**src/hdl/sac_pkg.sv**
```systemverilog
// shared types and constants of the set-associative cache access model
// no dependencies
package sac_pkg;

    localparam int TAG_W   = 30;
    localparam int STAMP_W = 48;
    localparam int CNT_W   = 32;
    localparam int CYC_W   = 16;
    localparam int IDXV_W  = 15;  // widest masked index value (index_bits up to 15)
    localparam int CFG_W   = 4;
    localparam int CFG_IDX_W = 3;

    localparam logic [STAMP_W-1:0] TOTAL_MAX = {STAMP_W{1'b1}};
    localparam logic [CNT_W-1:0]   CNT_MAX   = {CNT_W{1'b1}};
    localparam logic [CYC_W-1:0]   WORD_WRITE = 16'd100;

    // configuration register indexes
    localparam logic [CFG_IDX_W-1:0] CFG_INDEX_BITS  = 3'd0;
    localparam logic [CFG_IDX_W-1:0] CFG_OFFSET_BITS = 3'd1;
    localparam logic [CFG_IDX_W-1:0] CFG_WAYS        = 3'd2;
    localparam logic [CFG_IDX_W-1:0] CFG_WR_ALLOC    = 3'd3;
    localparam logic [CFG_IDX_W-1:0] CFG_WR_THROUGH  = 3'd4;
    localparam logic [CFG_IDX_W-1:0] CFG_USE_LRU     = 3'd5;

    // access kinds
    localparam logic OP_LOAD  = 1'b0;
    localparam logic OP_STORE = 1'b1;

    // one way of a set
    typedef struct packed {
        logic               valid;
        logic               dirty;
        logic [TAG_W-1:0]   tag;
        logic [STAMP_W-1:0] astamp;
        logic [STAMP_W-1:0] lstamp;
    } way_t;

    // access outcome handed to the cost unit
    typedef struct packed {
        logic store;
        logic hit;
        logic no_alloc;
        logic wr_through;
        logic dirty_victim;
    } sac_ctl_t;

endpackage

```
**src/hdl/sac_cost.sv**
```systemverilog
// cycle cost, saturating total and stamp value of one access
// depends on sac_pkg
module sac_cost (
    input  sac_pkg::sac_ctl_t                 ctl,
    input  logic [3:0]                        offset,
    input  logic [sac_pkg::STAMP_W-1:0]       total,
    output logic [sac_pkg::CYC_W-1:0]         charged,
    output logic [sac_pkg::STAMP_W-1:0]       total_new,
    output logic [sac_pkg::STAMP_W-1:0]       stamp
);
    import sac_pkg::*;

    logic [CYC_W-1:0]   xfer;
    logic [CYC_W-1:0]   tail;
    logic [STAMP_W:0]   sum_all;
    logic [STAMP_W:0]   sum_one;

    // block transfer cost, growing with the block size
    assign xfer = 16'd25 << offset;

    // cycles charged for this access
    always_comb
    begin
        tail = ctl.store ? (ctl.wr_through ? WORD_WRITE + 16'd1 : 16'd1) : 16'd2;
        if (ctl.no_alloc)
        begin
            charged = ctl.hit ? WORD_WRITE + 16'd1 : WORD_WRITE;
        end
        else if (ctl.hit)
        begin
            charged = (ctl.store && ctl.wr_through) ? WORD_WRITE + 16'd1 : 16'd1;
        end
        else
        begin
            charged = xfer + (ctl.dirty_victim ? xfer : 16'd0) + tail;
        end
    end

    // saturating totals
    assign sum_all = {1'b0, total} + {{(STAMP_W+1-CYC_W){1'b0}}, charged};
    assign sum_one = {1'b0, total} + {{STAMP_W{1'b0}}, 1'b1};
    assign total_new = sum_all[STAMP_W] ? TOTAL_MAX : sum_all[STAMP_W-1:0];

    // an allocating hit stamps the saturated old total plus one, all else the new total
    always_comb
    begin
        if (ctl.hit && !ctl.no_alloc)
        begin
            stamp = sum_one[STAMP_W] ? TOTAL_MAX : sum_one[STAMP_W-1:0];
        end
        else
        begin
            stamp = total_new;
        end
    end

endmodule

```
**config.mk**
```make
export PLATFORM = sky130hd
export DESIGN_NAME = sac_cost
export DESIGN_NICKNAME = d
export VERILOG_FILES = /design/src/hdl/sac_pkg.sv /design/src/hdl/sac_cost.sv
export SDC_FILE = /design/constraint.sdc
export NUM_CORES = 1
export LEC_CHECK = 0
export BUFFER_PORTS_ARGS = -buffer_cell sky130_fd_sc_hd__buf_2
export CORE_ASPECT_RATIO = 1.75
export CORE_UTILIZATION = 52
export DETAILED_ROUTE_END_ITERATION = 7
export GPL_ROUTABILITY_DRIVEN = 0
export GPL_TIMING_DRIVEN = 0
export PLACE_DENSITY = 0.85
export SYNTH_ARGS = -nofsm -noshare
export SYNTH_HDL_FRONTEND = slang
export SYNTH_SLANG_ARGS = --single-unit
```
**constraint.sdc**
```tcl
create_clock -name vclk -period 7.7
set_clock_uncertainty 0.15 [all_clocks]
set_input_delay 0.77 -clock vclk [all_inputs]
set_output_delay 0.77 -clock vclk [all_outputs]
set_load 0.1 [all_outputs]
```
==> flow_metrics.env, run 1 <==
export IMPL_critPathMaxStageDelay_ps=460
export IMPL_viasPerCell=6.63
export IMPL_cp_arrival_ps=6430
export IMPL_syn_area_sq_mm=0.00411
export IMPL_dr_pass1_iters=7
export IMPL_p_switching_mw=0.583
export IMPL_wl_per_cell_um=18.9
export IMPL_grt_start_max_net_pins=11
export IMPL_drt_iter0_drc=542
export IMPL_synthCells=654
export IMPL_path_max_fanout=10
export IMPL_postRouteAntennaNets=0
export IMPL_status="completed"
export IMPL_ios=169
export IMPL_dieWidth_um=69.2
export IMPL_dieArea_sq_mm=0.00827
export IMPL_hold_viol=0
export IMPL_drive_gt1_share_pct=32.9
export IMPL_setup_ws_ps=346
export IMPL_diodes=0
export IMPL_io_buffers=155
export IMPL_grt_busiest_layer="met2"
export IMPL_die_h_um=120
export IMPL_worst_slew_pin_slew_ps=903
export IMPL_synth_area_leaders="nand2_1 (8.9%), ha_1 (8.2%), a21oi_1 (7.1%)"
export IMPL_whs_path_depth=3
export IMPL_cts_hold_buffers_added=0
export IMPL_rsz0062_at_grt="false"
export IMPL_nNetsFinal=905
export IMPL_cellInternalPower_mw=0.137
export IMPL_rows=42
export IMPL_synth_top_cell_by_area="nand2_1"
export IMPL_period_minus_slack_ps=7350
export IMPL_ys_seq_area_share_pct=0
export IMPL_drt_total_wl_mm=17.0
export IMPL_use_met1_pct=36.6
export IMPL_fin_crit_sh_pct=95.5
export IMPL_hp_class="input pin to output pin"
export IMPL_powerDensity_mw_per_mm2=132
export IMPL_seq_cell_count=0
export IMPL_core_area_sq_mm=0.00762
export IMPL_worstPathRequired_ps=6780
export IMPL_synth_nets=745
export IMPL_max_cap_violations=0
export IMPL_pre_cts_ws_ps=58.3
export IMPL_cp_start_kind="input pin"
export IMPL_drc=0
export IMPL_leakage_nw=2.40
export IMPL_overflow=0
export IMPL_timing_hold_ws_ps=1850
export IMPL_layout_cells_non_filler=900
export IMPL_track_usage_pct=39.0
export IMPL_path_depth=24
export IMPL_yosys_cell_types_count=65
export IMPL_antenna_found_initial=0
export IMPL_n_fill_cell=661
export IMPL_met3_usage_pct=5.37
export IMPL_ir_worst_vdd_v=0.000142
export IMPL_drv_slew=0
export IMPL_clockBufferCount=0
export IMPL_cp_top_family="buffers and inverters"
export IMPL_regArea_sq_um=0
export IMPL_setup_viol=0
export IMPL_syn_area_per_cell_sq_um=6.28
export IMPL_max_freq_mhz=136
export IMPL_critPathSlowestCell="buf_2"
export IMPL_mostFrequentLayoutCells="buf_2 (162), nand2_1 (97), nor2_1 (53), a21oi_1 (51), xnor2_1 (30)"
export IMPL_dpl_cell_count=897
export IMPL_worst_path_buf_inv=6
export IMPL_slew_headroom_pct=39.8
export IMPL_mostFrequentLayoutCell="buf_2"
export IMPL_synth_top_area_share_pct=8.87
export IMPL_yosys_warnings=0
export IMPL_grt_pass1_wl_mm=26.6
export IMPL_synthToLayoutAreaGrowth_pct=33.3
export IMPL_path_cells="buf_2 -> inv_1 -> ha_1 -> mux2i_1 -> nor2_1 -> fa_1 -> ha_1 -> inv_1 -> nor4_2 -> o41ai_2 -> or2_2 -> nor2_1 -> xor2_1 -> nor2_4 -> ha_1 -> a21o_1 -> nor3_1 -> a21o_1 -> a21oi_1 -> clkbuf_1 -> clkbuf_2 -> a21oi_1 -> a31oi_2 -> buf_2"
export IMPL_cp_common_cell="ha_1"
export IMPL_grtUsageMet2_pct=76.2
export IMPL_p_seq_share_pct=0
export IMPL_worst_setup_path_type="input pin to output pin"
export IMPL_critPathCaptureType="output pin"
export IMPL_fin_setup_tns_ps=0
export IMPL_clkPwrFrac_pct=0
export IMPL_grt_pass1_vias=5740
export IMPL_pwr_share_comb_pct=100.0
export IMPL_via_count=5965
export IMPL_sw_frac_of_total_pct=81.0
export IMPL_initial_core_util_pct=53.9
export IMPL_dp_hpwl_mm=14.0
[cells in the mapped netlist, drive strengths merged, types with 3 or more instances]
library cell	count
a211o	4
a211oi	5
a21o	14
a21oi	58
a221oi	3
a22oi	16
a31oi	19
and2	12
and3	8
and4	4
buf	14
clkbuf	25
fa	7
ha	27
inv	26
mux2i	7
nand2	99
nand2b	6
nand3	24
nand4	21
nor2	62
nor2b	8
nor3	25
nor4	9
o211ai	8
o21ai	34
o22ai	6
o31ai	7
o41ai	6
or2	3
or3	5
xnor2	30
xor2	26
[metal layers]
layer  routed length (um)  part of all wire [%]  vias to the layer above
met5                    0                     0                        -
met3                 1260                   7.4                      106
met1                 5430                    32                     2756
met4                 1230                   7.2                        0
met2                 9070                    53                      377
li1                     -                     -                     2726
[through the flow]
step           power, mW  cell area [sq um]  utilization, %
4_1_cts            0.711               5410            71.0
5_1_grt            0.746               5480            71.9
6_report           0.720               5480            71.9
2_1_floorplan      0.590               4530               -
3_3_place_gp       0.702               5410            71.0
3_5_place_dp       0.710               5410            71.0
[tightest hold or removal path, stage by stage]
cell and delay, ps:
buf_2 120, a21oi_2 50, buf_2 280
[repair_timing]
action | CTS | global route
endpoints found under the setup margin | 0 | 52
resized for setup | 0 | 13
setup buffers | 0 | 2
hold endpoints to repair | 0 | 0
[final cells by class]
type | instances | area, sq um | share of cell area, %
multi-input cells | 590 | 4280 | 78.2
repair buffers | 157 | 798 | 14.6
plain buffers | 39 | 189 | 3.45
well taps | 88 | 110 | 2.01
inverters | 26 | 97.6 | 1.78
[logic make-up after synthesis]
logic type / after synthesis / share of synthesized area [%]
AO/OA/AOI/OAI: 196 / 31.5
XOR/XNOR: 56 / 11.9
adder cells (fa/ha/maj): 34 / 11.6
buffers and inverters: 65 / 6.31
multiplexers: 10 / 2.80
AND/OR/NAND/NOR: 293 / 35.8
[power by group through the flow]
stage                     sequential [mW]  clock, mW  combinational, mW
after floorplan                         0          0              0.590
after global placement                  0          0              0.702
after detailed placement                0          0              0.710
after CTS                               0          0              0.711
after global routing                    0          0              0.746
final                                   0          0              0.720
[worst paths after layout]
check      start            end  slack, ps
min     total[0]       stamp[0]       1850
max    offset[1]  total_new[22]        350
No activity file was read; power rests on OpenSTA's default activity.
==> run 2, diff against run 1 <==
--- a/config.mk
+++ b/config.mk
@@ -6,12 +6,14 @@
 export NUM_CORES = 1
 export LEC_CHECK = 0
 export BUFFER_PORTS_ARGS = -buffer_cell sky130_fd_sc_hd__buf_2
+export CELL_PAD_IN_SITES_DETAIL_PLACEMENT = 0
+export CELL_PAD_IN_SITES_GLOBAL_PLACEMENT = 1
 export CORE_ASPECT_RATIO = 1.75
-export CORE_UTILIZATION = 52
+export CORE_UTILIZATION = 34
 export DETAILED_ROUTE_END_ITERATION = 7
 export GPL_ROUTABILITY_DRIVEN = 0
 export GPL_TIMING_DRIVEN = 0
-export PLACE_DENSITY = 0.85
+export PLACE_DENSITY_LB_ADDON = 0.1
 export SYNTH_ARGS = -nofsm -noshare
 export SYNTH_HDL_FRONTEND = slang
 export SYNTH_SLANG_ARGS = --single-unit
==> run 2 against run 1 <==
Die area rose by 52%; worst setup slack improved by 57 ps; non-clock buffer count rose by 1; count of clock-buffer cells in the layout did not move; global-route usage fell by 10 points; critical path depth rose by 1; largest power group unchanged.
==> flow_metrics.env, run 2 (synthesized netlist as in run 1, its figures left out) <==
export IMPL_core_area_sq_mm=0.0116
export IMPL_initial_core_util_pct=35.3
export IMPL_viasPerCell=6.02
export IMPL_ir_worst_vdd_v=0.000114
export IMPL_postRouteAntennaNets=0
export IMPL_period_minus_slack_ps=7300
export IMPL_track_usage_pct=28.6
export IMPL_synthToLayoutAreaGrowth_pct=35.3
export IMPL_worst_slew_pin_slew_ps=925
export IMPL_setup_viol=0
export IMPL_dp_hpwl_mm=15.9
export IMPL_nNetsFinal=905
export IMPL_mostFrequentLayoutCell="buf_2"
export IMPL_dieWidth_um=85.1
export IMPL_worstPathRequired_ps=6780
export IMPL_max_freq_mhz=137
export IMPL_cp_start_kind="input pin"
export IMPL_cp_arrival_ps=6380
export IMPL_worst_setup_path_type="input pin to output pin"
export IMPL_rows=52
export IMPL_io_buffers=155
export IMPL_critPathCaptureType="output pin"
export IMPL_dieArea_sq_mm=0.0125
export IMPL_fin_setup_tns_ps=0
export IMPL_die_h_um=147
export IMPL_drt_total_wl_mm=18.7
export IMPL_status="completed"
export IMPL_wl_per_cell_um=19.8
export IMPL_drc=0
export IMPL_drive_gt1_share_pct=33.3
export IMPL_grt_pass1_wl_mm=28.3
export IMPL_cts_hold_buffers_added=0
export IMPL_hold_viol=0
export IMPL_clockBufferCount=0
export IMPL_grt_pass1_vias=5566
export IMPL_slew_headroom_pct=38.3
export IMPL_drv_slew=0
export IMPL_timing_hold_ws_ps=1860
export IMPL_overflow=0
export IMPL_antenna_found_initial=0
export IMPL_dr_pass1_iters=4
export IMPL_drt_iter0_drc=353
export IMPL_fin_crit_sh_pct=94.8
export IMPL_max_cap_violations=0
export IMPL_seq_cell_count=0
export IMPL_via_count=5702
export IMPL_mostFrequentLayoutCells="buf_2 (155), nand2_1 (97), nor2_1 (52), a21oi_1 (51), xnor2_1 (30)"
export IMPL_diodes=0
export IMPL_leakage_nw=2.41
export IMPL_rsz0062_at_grt="false"
export IMPL_hp_class="input pin to output pin"
export IMPL_grt_start_max_net_pins=11
export IMPL_path_max_fanout=10
export IMPL_layout_cells_non_filler=947
export IMPL_dpl_cell_count=944
export IMPL_ios=169
export IMPL_powerDensity_mw_per_mm2=130
export IMPL_regArea_sq_um=0
run 2: cell count changes in the layout (fill, tap and decap cells not counted), sizes merged:
cell    before  now
clkbuf      28   35
buf        168  162
o31ai        8    7
run 2: through the flow:
| stage | total power [mW] | setup slack [ps] | utilization, % | instance area, sq um |
|---|---|---|---|---|
| floorplan | 0.590 | -39.2 | - | 4530 |
| global placement | 0.714 | -77.9 | 47.0 | 5470 |
| detailed placement | 0.716 | -227 | 47.0 | 5470 |
| CTS | 0.719 | 23.1 | 47.1 | 5490 |
| global route | 0.751 | 1.30 | 47.7 | 5560 |
| finish | 0.723 | 403 | 47.7 | 5560 |
run 2: worst paths after layout:
| kind | depth (start not counted) | slack (ps) | endpoint | start |
|---|---|---|---|---|
| hold / removal | 3 | 1860 | stamp[0] | total[0] |
| setup / recovery | 25 | 400 | stamp[33] | offset[1] |
run 2: cell type report:
type / count / area [sq um]
timing repair buffer: 158 / 823
tap: 135 / 169
fill: 1262 / 6090
inverter: 26 / 97.6
multi-input combinational: 589 / 4280
buffer: 39 / 190
run 2: timing repair:
action | CTS | global route
endpoints found under the setup margin | 27 | 84
pin swaps | 1 | 0
gates cloned | 0 | 0
resized for setup | 2 | 20
setup buffers | 2 | 1
run 2: where the power goes:
group          switching, mW  total, mW  internal [mW]
Sequential                 0          0              0
Clock                      0          0              0
Combinational          0.585      0.723          0.138
Total                  0.585      0.723          0.138
run 2: worst max-delay path, cell delays in order:
cell,delay (ps)
buf_2,160
inv_1,160
ha_1,340
mux2i_1,150
nor2_1,150
fa_1,440
ha_1,290
inv_1,80
nor4_2,360
o41ai_2,140
or2_2,350
nor2_1,120
xor2_1,250
nor2_4,60
ha_1,370
a21oi_1,210
nand2_1,80
a21oi_1,190
a21o_1,170
a21oi_1,130
a21oi_2,370
clkbuf_2,400
a21oi_1,120
o22a_1,210
clkbuf_4,280
run 2: metal layers:
layer	global-route usage [%]	vias up	routed length (um)
li1	-	2714	-
met1	25.9	2677	5910
met2	59.8	243	10700
met3	2.18	68	927
met4	15.5	0	1230
met5	0	-	0
